### config.mk
export PLATFORM = sky130hd
export DESIGN_NAME = quoted_argument_tokenizer_unit
export DESIGN_NICKNAME = d
export VERILOG_FILES = /design/src/sv/qatu_pkg.sv /design/src/sv/quoted_argument_tokenizer_unit.sv /design/src/sv/qatu_step.sv
export SDC_FILE = /design/constraint.sdc
export NUM_CORES = 1
export LEC_CHECK = 0
export ABC_AREA = 1
export ABC_CLOCK_PERIOD_IN_PS = 4700
export CORE_MARGIN = 5
export CORE_UTILIZATION = 45
export CTS_CLUSTER_SIZE = 10
export DETAILED_ROUTE_END_ITERATION = 12
export DONT_BUFFER_PORTS = 1
export HOLD_SLACK_MARGIN = 0.06
export PLACE_DENSITY_LB_ADDON = 0.25
export RECOVER_POWER = 50
export SYNTH_ARGS = -nofsm -noshare
export SYNTH_HDL_FRONTEND = slang
export SYNTH_SLANG_ARGS = --single-unit
export TNS_END_PERCENT = 1
### constraint.sdc
create_clock -name clock -period 4.7 [get_ports clock]
set_input_delay 0.47 -clock clock [delete_from_list [all_inputs] [get_ports clock]]
set_output_delay 0.47 -clock clock [all_outputs]
set_load 0.1 [all_outputs]
### src/sv/qatu_pkg.sv
// Package with the types, codes and helpers of the argument tokenizer.
package qatu_pkg;

   localparam int LineBytes     = 256;
   localparam int LineFillWidth = $clog2(LineBytes + 1);

   localparam logic [2:0] PhSkip  = 3'd0;
   localparam logic [2:0] PhRaw   = 3'd1;
   localparam logic [2:0] PhQuote = 3'd2;
   localparam logic [2:0] PhAfter = 3'd3;
   localparam logic [2:0] PhError = 3'd4;

   localparam logic [1:0] TermComma   = 2'd0;
   localparam logic [1:0] TermNewline = 2'd1;
   localparam logic [1:0] TermEnd     = 2'd2;

   localparam logic [1:0] StOk           = 2'd0;
   localparam logic [1:0] StUnterminated = 2'd1;
   localparam logic [1:0] StBadAfter     = 2'd2;

   localparam logic [7:0] ChQuote   = 8'h22;
   localparam logic [7:0] ChComma   = 8'h2C;
   localparam logic [7:0] ChNewline = 8'h0A;

   typedef struct packed {
      logic [2:0]               phase;
      logic [7:0]               position;
      logic [7:0]               start;
      logic [7:0]               length;
      logic [7:0]               count;
      logic                     quoted;
      logic [LineFillWidth-1:0] fill;
   } state_type;

   typedef struct packed {
      logic [7:0] start;
      logic [7:0] length;
      logic [7:0] index;
      logic       quoted;
      logic [1:0] terminator;
      logic [1:0] status;
   } result_type;

   function automatic logic [7:0] sat_inc(input logic [7:0] v);
      return (v == 8'hFF) ? v : v + 8'd1;
   endfunction

   function automatic logic is_blank(input logic [7:0] c);
      return (c == 8'd9) || (c == 8'd11) || (c == 8'd12) || (c == 8'd13) || (c == 8'd32);
   endfunction

endpackage

### src/sv/quoted_argument_tokenizer_unit.sv
// Top level of the quoted comma-separated argument tokenizer.
// The block takes one character per cycle while its output is not stalled and
// turns a response line into arguments, each reported as one result transfer
// when its comma, newline or end mark arrives, or when a stray character
// follows its closing quote. A character is registered on input, decided by
// the step logic against the parser state when the output register is free,
// and any result lands in that register; the state loop sets the rate.
module quoted_argument_tokenizer_unit (
   input  logic        clock,
   input  logic        reset,
   input  logic        req_tvalid,
   output logic        req_tready,
   input  logic [7:0]  req_tdata,   // char_byte[7:0]
   input  logic        req_tlast,   // string_end
   output logic        rsp_tvalid,
   input  logic        rsp_tready,
   output logic [23:0] rsp_tdata,   // arg_start[7:0], arg_length[15:8], arg_index[23:16]
   output logic [4:0]  rsp_tuser    // quoted[0], terminator[2:1], status[4:3]
);
   import qatu_pkg::*;

   logic       in_valid_ff;
   logic [7:0] in_char_ff;
   logic       in_end_ff;
   state_type  state_ff;
   state_type  state_in;
   logic       emit;
   result_type res;
   logic       rsp_valid_ff;
   logic [23:0] rsp_data_ff;
   logic [4:0]  rsp_user_ff;
   logic       out_free;
   logic       fire;

   assign out_free   = !rsp_valid_ff || rsp_tready;
   assign fire       = in_valid_ff && out_free;
   assign req_tready = !in_valid_ff || out_free;

   qatu_step u_step (
      .cur        (state_ff),
      .char_byte  (in_char_ff),
      .string_end (in_end_ff),
      .nxt        (state_in),
      .emit       (emit),
      .res        (res)
   );

   always_ff @(posedge clock) begin
      if (reset) begin
         in_valid_ff <= 1'b0;
         rsp_valid_ff <= 1'b0;
         state_ff <= '0;
      end else begin
         if (req_tready) begin
            in_valid_ff <= req_tvalid;
         end
         if (fire) begin
            state_ff <= state_in;
            rsp_valid_ff <= emit;
         end else if (rsp_tready) begin
            rsp_valid_ff <= 1'b0;
         end
      end
   end

   always_ff @(posedge clock) begin
      if (req_tready && req_tvalid) begin
         in_char_ff <= req_tdata;
         in_end_ff <= req_tlast;
      end
      if (fire && emit) begin
         rsp_data_ff <= {res.index, res.length, res.start};
         rsp_user_ff <= {res.status, res.terminator, res.quoted};
      end
   end

   assign rsp_tvalid = rsp_valid_ff;
   assign rsp_tdata  = rsp_data_ff;
   assign rsp_tuser  = rsp_user_ff;

endmodule

### src/sv/qatu_step.sv
// Next-state and result logic for one character or end mark of the tokenizer.
module qatu_step (
   input  qatu_pkg::state_type  cur,
   input  logic [7:0]           char_byte,
   input  logic                 string_end,
   output qatu_pkg::state_type  nxt,
   output logic                 emit,
   output qatu_pkg::result_type res
);
   import qatu_pkg::*;

   logic       sep;
   logic [1:0] sep_term;

   assign sep      = (char_byte == ChComma) || (char_byte == ChNewline);
   assign sep_term = (char_byte == ChComma) ? TermComma : TermNewline;

   always_comb begin
      nxt = cur;
      emit = 1'b0;
      res.start = cur.start;
      res.length = cur.length;
      res.index = cur.count;
      res.quoted = cur.quoted;
      res.terminator = TermEnd;
      res.status = StOk;
      if (string_end) begin
         unique case (cur.phase) inside
            PhSkip: begin
               emit = 1'b1;
               res.start = cur.position;
               res.length = 8'd0;
               res.quoted = 1'b0;
            end
            PhRaw, PhAfter: begin
               emit = 1'b1;
            end
            PhQuote: begin
               emit = 1'b1;
               res.status = StUnterminated;
            end
            default: begin
               emit = 1'b0;
            end
         endcase
         nxt = '0;
         nxt.phase = PhSkip;
      end else if (cur.fill < LineFillWidth'(LineBytes)) begin
         nxt.fill = cur.fill + LineFillWidth'(1);
         nxt.position = sat_inc(cur.position);
         unique case (cur.phase)
            PhSkip: begin
               if (is_blank(char_byte)) begin
                  nxt.phase = PhSkip;
               end else if (char_byte == ChQuote) begin
                  nxt.start = sat_inc(cur.position);
                  nxt.length = 8'd0;
                  nxt.quoted = 1'b1;
                  nxt.phase = PhQuote;
               end else if (sep) begin
                  emit = 1'b1;
                  res.start = cur.position;
                  res.length = 8'd0;
                  res.quoted = 1'b0;
                  res.terminator = sep_term;
               end else begin
                  nxt.start = cur.position;
                  nxt.length = 8'd1;
                  nxt.quoted = 1'b0;
                  nxt.phase = PhRaw;
               end
            end
            PhRaw: begin
               if (sep) begin
                  emit = 1'b1;
                  res.terminator = sep_term;
               end else begin
                  nxt.length = sat_inc(cur.length);
               end
            end
            PhQuote: begin
               if (char_byte == ChQuote) begin
                  nxt.phase = PhAfter;
               end else begin
                  nxt.length = sat_inc(cur.length);
               end
            end
            PhAfter: begin
               if (is_blank(char_byte)) begin
                  nxt.phase = PhAfter;
               end else if (sep) begin
                  emit = 1'b1;
                  res.terminator = sep_term;
               end else begin
                  emit = 1'b1;
                  res.terminator = TermComma;
                  res.status = StBadAfter;
                  nxt.phase = PhError;
               end
            end
            default: begin
               nxt.phase = PhError;
            end
         endcase
         // A separator closes the argument and prepares the next one.
         if (emit && (res.status == StOk)) begin
            nxt.count = (char_byte == ChNewline) ? 8'd0 : sat_inc(cur.count);
            nxt.phase = PhSkip;
            nxt.start = 8'd0;
            nxt.length = 8'd0;
            nxt.quoted = 1'b0;
         end
      end
   end

endmodule

# Yosys cells after proc, flatten, opt, wreduce, memory -nomap -nowiden
# Index checks and enable logic that the tools add are counted.
# Widths: inputs -> output; s select.
totals:
  ramBits: 0
  elab_cells: 135
  latchBits: 0
  mem_count: 0
  output_inout_bits: 31
  rom_bits: 0
  reg_bits: 85
  in_bits: 13
op_classes:
  eq_ne: 25
  n_bitwise: 1
  magnitude_cmp: 1
  reduce_logical: 27
  addsub: 4
  div: 0
  mux: 63
  multipliers: 0
  shift: 0
op_table:
  columns: ["cell", "count"]
  rows:
  - ["$mux 16", 10]
  - ["$mux 45", 2]
  - ["$mux 8", 7]
  - ["$eq 8x4->1 const B", 5]
  - ["$mux 3", 10]
  - ["$mux 25", 1]
  - ["$add 8x1->8 const B", 3]
  - ["$eq 8x6->1 const B", 3]
  - ["$eq 8x8->1 const B", 3]
  - ["$pmux 8 s3", 1]
  - ["$mux 1", 20]
  - ["$ne 4x4->1 const B", 5]
  - ["$mux 2", 7]
  - ["$pmux 3 s4", 1]
  - ["$ne 5x5->1 const B", 2]
  - ["$add 9x1->9 const B", 1]
  - ["$lt 9x9->1 const B", 1]
  - ["$logic_or 1x1->1", 7]
  - ["$reduce_and 7->1", 1]
  - ["$eq 3x2->1 const B", 2]
  - ["$ne 3x3->1 const B", 2]
  - ["$ne 6x6->1 const B", 1]
  - ["$pmux 2 s3", 1]
  - ["$reduce_and 6->1", 1]
  - ["other kinds (18)", 24]

# Longest topological paths before layout
logic_depth:
  depth_word: 14
  depth_mapped: 14
  mapped_depth_nobuf: 13

# By module
# A second synthesis with hierarchy kept.
unflattened:
  hier_cells: 837
  hier_area_um2: 5758.0
by_module_without_submodules:
  columns: ["mod", "seq_area_each_um2", "area_per_inst_um2", "cells_per_inst", "n_inst"]
  rows:
  - ["quoted_argument_tokenizer_unit", 2082.0, 3291.9, 349, 1]
  - ["qatu_step", 0.0, 2466.1, 488, 1]

# Worst setup path after synthesis
# Ideal clock, no wire load.
synth_path:
  path_kind: "reg2reg"
  startpoint: "reg in_char_ff[2]"
  endpoint: "reg rsp_data_ff[0], in the netlist rsp_tdata[0], enable pin"
  t_required_ns: 4.274
  stages_incl_launch_ff: 10
  t_arrival_ns: 2.563
  n_path_buf: 0
  synth_period_minus_slack_ns: 2.989
  setup_time_ns: 0.426
  path_slack_ns: 1.711
  cell_sequence: "edfxtp_1 inv_1 nand2_1 nor2_1 nand2_2 nand2_4 nand2_1 nand3_2 nand2_1 a21oi_1"
synth_via:
  elab_chain_cells: 12
  elab_cells_between_ends: 23
  classes_between: "8 x eq/ne; 9 x mux; 6 x reduce/logical"
synth_rtl:
  columns: ["item", "line", "rtl"]
  rows:
  - ["from (decl)", "quoted_argument_tokenizer_unit.sv:23", "logic [7:0] in_char_ff;"]
  - ["from (signal assigned)", "quoted_argument_tokenizer_unit.sv:68", "in_char_ff <= req_tdata;"]
  - ["$eq 8x4->1", "qatu_pkg.sv:49", "return (c == 8'd9) || (c == 8'd11) || (c == 8'd12) || (c == 8'd13) || (c == 8'd32);"]
  - ["$logic_or 1x1->1 (4 in series)", "qatu_pkg.sv:49", null]
  - ["$mux 1 (on tied branches)", "qatu_step.sv:89, qatu_step.sv:53", null]
  - ["$pmux 1 s3 (*)", "qatu_step.sv:51", "unique case (cur.phase)"]
  - ["$mux 1 (*)", "qatu_step.sv:48", "end else if (cur.fill < LineFillWidth'(LineBytes)) begin"]
  - ["$mux 1 (*)", "qatu_step.sv:27", "if (string_end) begin"]
  - ["$mux 1 (*)", "qatu_step.sv:48", null]
  - ["$mux 1 (*)", "qatu_step.sv:27", null]
  - ["$logic_and 1x1->1 (*)", "quoted_argument_tokenizer_unit.sv:71", "if (fire && emit) begin"]
  - ["to (signal assigned)", "quoted_argument_tokenizer_unit.sv:72", "rsp_data_ff <= {res.index, res.length, res.start};"]
  - ["to (decl)", "quoted_argument_tokenizer_unit.sv:30", "logic [23:0] rsp_data_ff;"]
# Every way passes the cells marked *; elsewhere a longest branch is shown, timed or not. The select of a mux whose other input is x is not followed.
# A chain may end at the register's enable or synchronous reset.

# Worst setup path in the final report
layout_path:
  startpoint: "reg rsp_valid_ff, in the netlist rsp_tvalid"
  endpoint: "reg state_ff[14] (netlist bit)"
layout_via:
  elab_chain_cells: 4
layout_rtl:
  columns: ["item", "line", "rtl"]
  rows:
  - ["from (decl)", "quoted_argument_tokenizer_unit.sv:29", "logic rsp_valid_ff;"]
  - ["from (signal assigned)", "quoted_argument_tokenizer_unit.sv:59", "rsp_valid_ff <= emit;"]
  - ["$logic_not 1->1", "quoted_argument_tokenizer_unit.sv:35", "assign out_free = !rsp_valid_ff || rsp_tready;"]
  - ["$logic_or 1x1->1", "quoted_argument_tokenizer_unit.sv:35", null]
  - ["$logic_and 1x1->1", "quoted_argument_tokenizer_unit.sv:36", "assign fire = in_valid_ff && out_free;"]
  - ["$reduce_and 4->1 (no line)", null, null]
  - ["to (signal assigned)", "quoted_argument_tokenizer_unit.sv:58", "state_ff <= state_in;"]
  - ["to (decl)", "quoted_argument_tokenizer_unit.sv:25", "state_type state_ff;"]
# No other way between the ends.

==> metrics.md <==
| Metric | Value |
|---|---|
| Status | `finished clean` |
| Met2 Use GR | `25.7%` |
| Met1 Use GR | `19.2%` |
| Area after DPL | `4260 sq um` |
| Worst slew pin tran | `1040 ps` |
| H-tree depth | `3` |
| Pwr per Cell Area | `350 nW/um^2` |
| Hold Slack | `176 ps` |
| Setup Fix Bufs, Post-CTS | `0` |
| CTS tree | `yes` |
| Die Area | `11300 sq um` |
| Synth Cell Area | `4170 sq um` |
| Worst vdd rail ir drop | `0.130 mV` |
| WL final | `8.38 mm` |
| DRC errors left | `0` |
| Reg-to-Reg End | `state_ff[14]` |
| Fraction of registers with async set/reset | `0%` |
| FF-to-FF Start | `rsp_tvalid` |
| Vias post-DR | `3228` |
| Max Cap Viol | `0` |
| Sink Count | `85` |
| Largest net degree at the start of global routing | `31` |
| Most common cell after layout, fill and taps aside | `nand2_1` |
| Syn Area/Cell | `8.02 sq um` |
| DRT antenna net count | `0` |
| Pwr Total | `1.55 mW` |
| TritonCTS buffer count | `9` |
| Pins over their slew limit | `0` |
| GRT overflow | `0` |
| Vias per cell | `5.09` |
| I/O pin cnt | `44` |
| Area Overhead vs Synth | `6.18%` |
| Core area | `9150 sq um` |
| Reg2reg path depth | `7` |
| Final period utilization | `65.7%` |
| Nets | `536` |
| Clock Pin Slew Worst Setup and Hold Paths | `80 ps` |
| Max_slew headroom | `30.4%` |
| Fraction of layout cells with a size suffix above 1 | `6.31%` |
| Worst skew pair latency | `350 ps` |
| Drt first pass iters | `4` |
| Detailed Route Iter0 Violations | `147` |
| Worst setup EP type | `register` |
| Port-buffer cells | `0` |
| Initial antenna violation count | `0` |
| Hold path endpoint | `state_ff[26]` |
| Arrival @ worst endpoint | `3370 ps` |
| Setup CP Type | `register to register` |
| Startpoint types | `register` |
| Final Hold Viols | `0` |
| Hold Path Class | `input port to register` |
| Skew final | `11.3 ps` |
| Die extent in x | `106 um` |
| Hpwl dp | `5.85 mm` |
| EDFF count, synth | `38` |
| Max FO, Critical Path | `12` |
| Flop2flop setup slack | `1610 ps` |
| Met3 GRT Util | `3.10%` |
| CP Launch Point | `rsp_tvalid` |
| Layout Cells excl Fill | `634` |
| Min cycle time layout | `3090 ps` |
| Placed cells | `619` |
| Yosys reg bits | `85` |
| Initial Util | `45.6%` |
| Root Buffer | `clkbuf_8` |
| Count of cell types in the netlist | `35` |
| Hold Crit Start | `reset` |
| Primary FF master, synth | `dfxtp_1` |
| Post-CTS sizing | `0` |
| DR WL/cell | `13.2 um` |
| Inserted Diodes | `0` |
| Gpl congestion | `0.844` |
| Hold Path Cell Cnt | `1` |
| Register area share after synthesis | `49.9%` |
| # rows | `35` |
| Die Height | `106 um` |
| Commonest cells after routing, fill and taps aside | `nand2_1 (133), nor2_1 (80), inv_1 (55), dfxtp_1 (47), edfxtp_1 (38)` |
| Clock Path Buffers | `2` |
| FMAX | `324 MHz` |
| Vias in the first global route | `2964` |
| Busiest grt layer | `met2` |
| Syn nets | `537` |
| GR Util All Layers | `15.3%` |
| Leakage power total | `1.72 nW` |
| Worst path required time | `4990 ps` |
| Yosys warns | `0` |
| Setup TNS | `0 ps` |
| Mapped Cells | `520` |
| Final setup violation count | `0` |
| Unrepaired setup endpoints after global routing | `false` |
| First-pass GRT wire length | `13.9 mm` |
| Post-route cell area | `4430 sq um` |
| # hold bufs at CTS | `0` |
-- critical path, stage by stage, from the launching register on --
cell	delay (ps)
dfxtp_1	650
nand2_1	270
nand2_1	160
a21oi_1	830
nand3_1	580
inv_1	310
o21ai_0	110
nor2_1	120
-- metal layers --
layer  wire (um)  share of wire [%]  up-vias
li1            -                  -     1683
met1        3890                 46     1486
met2        4100                 49       46
met3         256                3.1       13
met4         130                1.6        0
met5           0                  0        -
-- layout make-up --
cell class	count	area, sq um
inverter	60	228
tap	111	139
clock buffer	11	131
multi-input combinational	362	1770
timing repair buffer	1	3.75
fill	870	4730
sequential	85	2080
clock inverter	4	75.1
-- power breakdown --
| part | total (mW) | switching [mW] | internal [mW] |
|---|---|---|---|
| combinational | 0.137 | 0.0979 | 0.0386 |
| clock | 0.545 | 0.248 | 0.297 |
| sequential | 0.869 | 0.0708 | 0.798 |
-- worst max path at each step --
stage	endpoint	slack, ps
floorplan	rsp_tdata[0]	1710
detailed placement	in_char_ff[4]	2080
finish	state_ff[14]	1610
global placement	in_char_ff[2]	2120
CTS	req_tready	1990
global route	state_ff[13]	1310
-- cells in the mapped netlist, types with 2 or more instances --
cell	n	area share [%]
inv_2	4	0.36
dfxtp_1	47	23
nor2_1	80	7.2
nand2_4	3	0.81
or2_2	2	0.30
o21ai_1	2	0.24
edfxtp_1	38	27
xor2_1	12	2.5
nor3_1	10	1.2
o21a_1	2	0.36
nand3_2	5	1.2
buf_2	4	0.48
clkbuf_1	7	0.63
nand3b_1	2	0.36
nand2_1	131	12
buf_6	2	0.54
a31oi_1	4	0.60
nand3_1	26	3.1
inv_1	54	4.9
nand4_1	6	0.90
a21oi_4	2	0.78
o21ai_0	29	3.5
ha_1	4	1.2
nor2_4	2	0.54
a21oi_1	32	3.8
-- stage by stage --
step           util [%]  setup WS [ps]
3_3_place_gp       46.5           2120
4_1_cts            48.8           1990
2_1_floorplan         -           1710
5_1_grt            48.4           1310
6_report           48.4           1610
3_5_place_dp       46.5           2080
-- cell families after synthesis --
group,count (synthesis),synth area share [%]
AO/OA/AOI/OAI,73,9.90
XOR/XNOR,13,2.73
buffers and inverters,73,7.11
AND/OR/NAND/NOR,272,29.1
adder cells (fa/ha/maj),4,1.20
flip-flops,85,49.9
-- sequential cells by signal, summed over array words and instances, names as in the netlist --
name / count
in_char_ff: 8
rsp_tuser: 5
rsp_tvalid: 1
rsp_tdata: 24
in_end_ff: 1
state_ff: 45
in_valid_ff: 1
(Power assumes the default switching activity.)
